$ cat src/rtl/two_level_inclusive_lru_cache_macros.svh
// assertion macros for the two-level inclusive lru cache
// expects i_clk and i_rst_n in the scope of use
`ifndef TWO_LEVEL_INCLUSIVE_LRU_CACHE_MACROS_SVH
`define TWO_LEVEL_INCLUSIVE_LRU_CACHE_MACROS_SVH

// same-cycle implication
`define TLC_ASSERT_NOW(lbl, pre, post, msg) \
    lbl: assert property (@(posedge i_clk) disable iff (!i_rst_n) (pre) |-> (post)) \
        else $error(msg);

// next-cycle implication
`define TLC_ASSERT_NXT(lbl, pre, post, msg) \
    lbl: assert property (@(posedge i_clk) disable iff (!i_rst_n) (pre) |=> (post)) \
        else $error(msg);

`endif

$ cat src/rtl/tlc_pkg.sv
// shared types and constants for the two-level inclusive lru cache
// no dependencies
`timescale 1ns / 1ps
`default_nettype none

package tlc_pkg;

    localparam int RANK_W     = 3;
    localparam int CFG_IDX_W  = 3;
    localparam int CFG_DATA_W = 4;

    localparam logic [CFG_IDX_W-1:0] REG_BLOCK_BITS     = 3'd0;
    localparam logic [CFG_IDX_W-1:0] REG_L1_SET_BITS    = 3'd1;
    localparam logic [CFG_IDX_W-1:0] REG_L1_WAY_BITS    = 3'd2;
    localparam logic [CFG_IDX_W-1:0] REG_L2_SET_BITS    = 3'd3;
    localparam logic [CFG_IDX_W-1:0] REG_L2_WAY_BITS    = 3'd4;
    localparam logic [CFG_IDX_W-1:0] REG_WRITE_ALLOCATE = 3'd5;

    localparam logic [1:0] OUT_L1_HIT = 2'd0;
    localparam logic [1:0] OUT_L2_HIT = 2'd1;
    localparam logic [1:0] OUT_MEMORY = 2'd2;

    localparam logic OP_WRITE = 1'b1;

    typedef struct packed {
        logic        operation;
        logic [31:0] address;
    } t_in_word;

    typedef struct packed {
        logic [1:0]  outcome;
        logic        config_error;
        logic [31:0] access_total;
        logic [31:0] l1_miss_total;
        logic [31:0] l2_miss_total;
    } t_out_word;

endpackage

`default_nettype wire

$ cat src/rtl/tlc_store.sv
// one tag store: line memory with registered read and per-line written flags
// depends on tlc_pkg
`timescale 1ns / 1ps
`default_nettype none

module tlc_store import tlc_pkg::*; #(
    parameter int LINES = 64,
    parameter int AW    = 32
) (
    input  wire logic                                 i_clk,
    input  wire logic                                 i_rst_n,
    input  wire logic                                 i_clear,
    input  wire logic [RANK_W-1:0]                    i_way_mask,
    input  wire logic [(LINES > 1 ? $clog2(LINES) : 1)-1:0] i_line,
    input  wire logic                                 i_we,
    input  wire logic [AW+RANK_W+1:0]                 i_wdata,
    output logic      [AW+RANK_W+1:0]                 o_rdata
);

    localparam int IW = (LINES > 1) ? $clog2(LINES) : 1;
    localparam int WW = AW + RANK_W + 2;

    logic [WW-1:0]    mem [LINES];
    logic [LINES-1:0] r_written;
    logic [WW-1:0]    r_data;
    logic [IW-1:0]    r_line;

    always_ff @(posedge i_clk) begin
        if (i_we) begin
            mem[i_line] <= i_wdata;
        end
        r_data <= mem[i_line];
        r_line <= i_line;
    end

    always_ff @(posedge i_clk) begin
        if (!i_rst_n || i_clear) begin
            r_written <= '0;
        end else if (i_we) begin
            r_written[i_line] <= 1'b1;
        end
    end

    // never-written line reads as reset: empty, clean, rank = way index
    always_comb begin
        if (r_written[r_line]) begin
            o_rdata = r_data;
        end else begin
            o_rdata = {{AW{1'b0}}, 1'b0, 1'b0, RANK_W'(r_line) & i_way_mask};
        end
    end

endmodule

`default_nettype wire

$ cat config.mk
export PLATFORM = sky130hd
export DESIGN_NAME = tlc_store
export DESIGN_NICKNAME = d
export VERILOG_FILES = /design/src/rtl/two_level_inclusive_lru_cache_macros.svh /design/src/rtl/tlc_pkg.sv /design/src/rtl/tlc_store.sv
export SDC_FILE = /design/constraint.sdc
export NUM_CORES = 2
export LEC_CHECK = 0
export BUFFER_PORTS_ARGS = -buffer_cell sky130_fd_sc_hd__buf_4
export CAP_MARGIN = 25
export CORE_MARGIN = 4
export CORE_UTILIZATION = 31
export DETAILED_ROUTE_END_ITERATION = 10
export HOLD_SLACK_MARGIN = 0.02
export PLACE_DENSITY = 0.44
export SETUP_SLACK_MARGIN = 0.3
export SYNTH_ARGS = -nofsm -noshare
export SYNTH_HDL_FRONTEND = slang
export SYNTH_SLANG_ARGS = --single-unit
$ cat constraint.sdc
create_clock -name i_clk -period 4.7 [get_ports i_clk]
set_input_delay 0 -clock i_clk [delete_from_list [all_inputs] [get_ports i_clk]]
set_output_delay 0 -clock i_clk [all_outputs]
set_load 0.05 [all_outputs]
==> results.cfg <==
[outcome]
outcome = completed

[timing]
worstMarginPinSlew_ns = 1.10
slew_headroom_pct = 26.8
setup_viol = 0
report.final.slew_viol_count = 0
final-hold-violation-count = 0
setup-tns-final_ns = 0
clock_skew_ns = 0.0495
post-route-min-period_ns = 4.00
max_freq_ghz = 0.250
final.period_utilization_pct = 85.1
rsz0062_at_grt = no

[place]
dp_hpwl_mm = 203
port_buffers = 86
gp_congestion = 0.804

[yosys]
synth.largest_area_cell = edfxtp_1
syn_area_per_cell_um2 = 18.7
synth_cell_types = 60
ys_warn_count = 0
yosysMostFrequentCell = edfxtp_1
synthArstFlopShare_pct = 0
yosys_register_bits = 2475
netlist.area_leader.share_pct = 75.5
synth-edff-count = 2368
postSynthCellCount = 5022
synth_nets = 5072
synthesis.area_um2 = 94200
synth_seq_area_share_pct = 77.8
synth_top_flop_cell = edfxtp_1
synthTopCellsByArea = edfxtp_1 76%, mux4_2 4.8%, mux2i_1 3.2%
yosys-top-cells-count = 2368 x edfxtp_1, 298 x mux2i_1, 254 x nor2_1

[clocking]
clk_pin_slew_ns = 0.06
cts_sinks = 2475
htreeDepth = 5
clk_latency_ns = 0.86
cts_root_buf = clkbuf_16
cts_inserted_buffers = 279
post_cts_buffers = 0
tritoncts = yes
cts_buffer_depth = 4
cts_resized = 0
cts_hold_buf = 47

[global_routing]
busiest_layer = met2
grt_max_degree = 69
grt_first_pass_wirelength_mm = 490
use_met1_pct = 32.5
use_met3_pct = 4.08
grt_use_met2_pct = 35.0
antenna_found_initial = 39
grt_pass1_vias = 52700
grt-ovfl-total = 0
grt_use_total_pct = 22.8

[setup_path]
cp.arrival_ns = 4.00
critPathBufInv = 3
path_depth = 10
reg2reg_depth = 4
worst-setup-path-type = register to output pin
cp_max_fo = 27
cp_top_family = buffers and inverters
cpMostUsedCell = buf_4
path_cells = buf_4, mux2i_1, a22oi_1, nand4_1, o21ai_0, nor3_1, a41oi_4, buf_4, and2_1, buf_4
crit_slowest_cell = dfxtp_2
end_kind = output pin
startpoint_type = register
required_ns = 4.70
regToRegSetupSlack_ns = 2.09
max_stage_delay_ns = 0.67

[layout]
nets = 5423
drive_gt1_share_pct = 21.1
synthToLayoutAreaGrowth_pct = 17.6

[power_and_ir_drop]
total_power_mw = 48.8
cellLeakagePower_nw = 35.2
cellPowerDensity_nw_per_um2 = 441
peakVddDrop_v = 0.000265

[route]
drt_iter0_drc = 6969
vias_per_cell = 5.69
drc = 0
wirelength_mm = 366
via_count = 54600
routedWlPerCell_um = 38.1
dr.pass1.iters = 6
detail-route-antenna-nets = 0

[floorplan]
core-area_um2 = 303000
initial_utilization_pct = 31.1
core.rowCount = 202
die_area_um2 = 313000
die_y_um = 559
num_io_pins = 87
die_w_um = 559

[min_path]
hold_path.class = input port to register
hold_depth = 2

[job]
cap_viol_max_count = 0
## per-layer routing
layer / routed length [µm] / share of wire [%] / up-vias
li1: - / - / 21500
met1: 158000 / 43 / 29900
met2: 165000 / 45 / 2647
met3: 28700 / 7.8 / 565
met4: 13500 / 3.7 / 16
met5: 111 / 0.030 / -
## logic make-up after synthesis
group	Yosys count	share of synthesized area (%)
AO/OA/AOI/OAI	1115	8.46
buffers and inverters	333	2.02
flip-flops	2475	77.8
multiplexers	627	9.51
AND/OR/NAND/NOR	472	2.22
## final cells by class
class                      count  area [µm²]
antenna                       26        65.1
multi-input combinational   2214       19700
fill                       27900      192000
tap                         3978        4980
clock inverter               121        1130
clock buffer                 383        7780
sequential                  2475       73300
timing repair buffer         397        3830
inverter                       6        28.8
## registers in the layout, summed over array words and instances, names as in the netlist
signal,cells
mem,2368
r_data,37
r_line,6
r_written,64
## report_power, final
part | switching [mW] | leakage [nW] | internal [mW]
Combinational | 2.05 | 8.69 | 0.828
Sequential | 0.140 | 22.2 | 24.3
Clock | 8.95 | 4.36 | 12.5
## final timing paths
path	from	end
min reg2reg	r_written[41]$_SDFFE_PP0P_	r_written[41]$_SDFFE_PP0P_
max reg2reg	mem[42][28]$_DFFE_PP_	r_data[28]$_DFF_P_
min	i_line[5]	r_line[5]$_DFF_P_
max	r_line[0]$_DFF_P_	o_rdata[26]
## through the flow
step           setup slack (ns)  std cells  hold WS (ns)  area, µm²  utilization (%)
2_1_floorplan              1.32       5022        0.0277      94200                -
6_report                  0.698       9600         0.127     111000             36.6
3_5_place_dp               1.07       9023         0.273     101000             33.5
4_1_cts                   0.548       9574        0.0678     111000             36.6
3_3_place_gp              0.972       9022         0.270     101000             33.5
5_1_grt                   0.449       9588         0.109     111000             36.6
## placed cells by master, fill, tap and decap left out, drive strengths merged, types with 5 or more instances in the layout
master,Yosys,final
a21oi,208,208
nand2b,5,5
nor3,6,6
nand2,101,101
nor2,255,255
a211oi,17,17
o22ai,105,105
or4,15,15
nand4,5,5
a22oi,204,204
and2,41,41
bufinv,0,15
diode,0,26
inv,6,15
a22o,53,53
buf,222,350
o21a,65,65
o21ai,130,130
mux2,129,129
a31oi,9,9
o221ai,27,27
dfxtp,107,107
edfxtp,2368,2368
clkinv,0,94
dlygate4sd3,0,47
nand3,9,9
or3,11,11
clkbuf,105,383
o211ai,17,17
mux2i,298,298
mux4,200,200
a221o,16,16
a221oi,240,240
nor2b,15,15
Power figures use the tool's default switching activity.
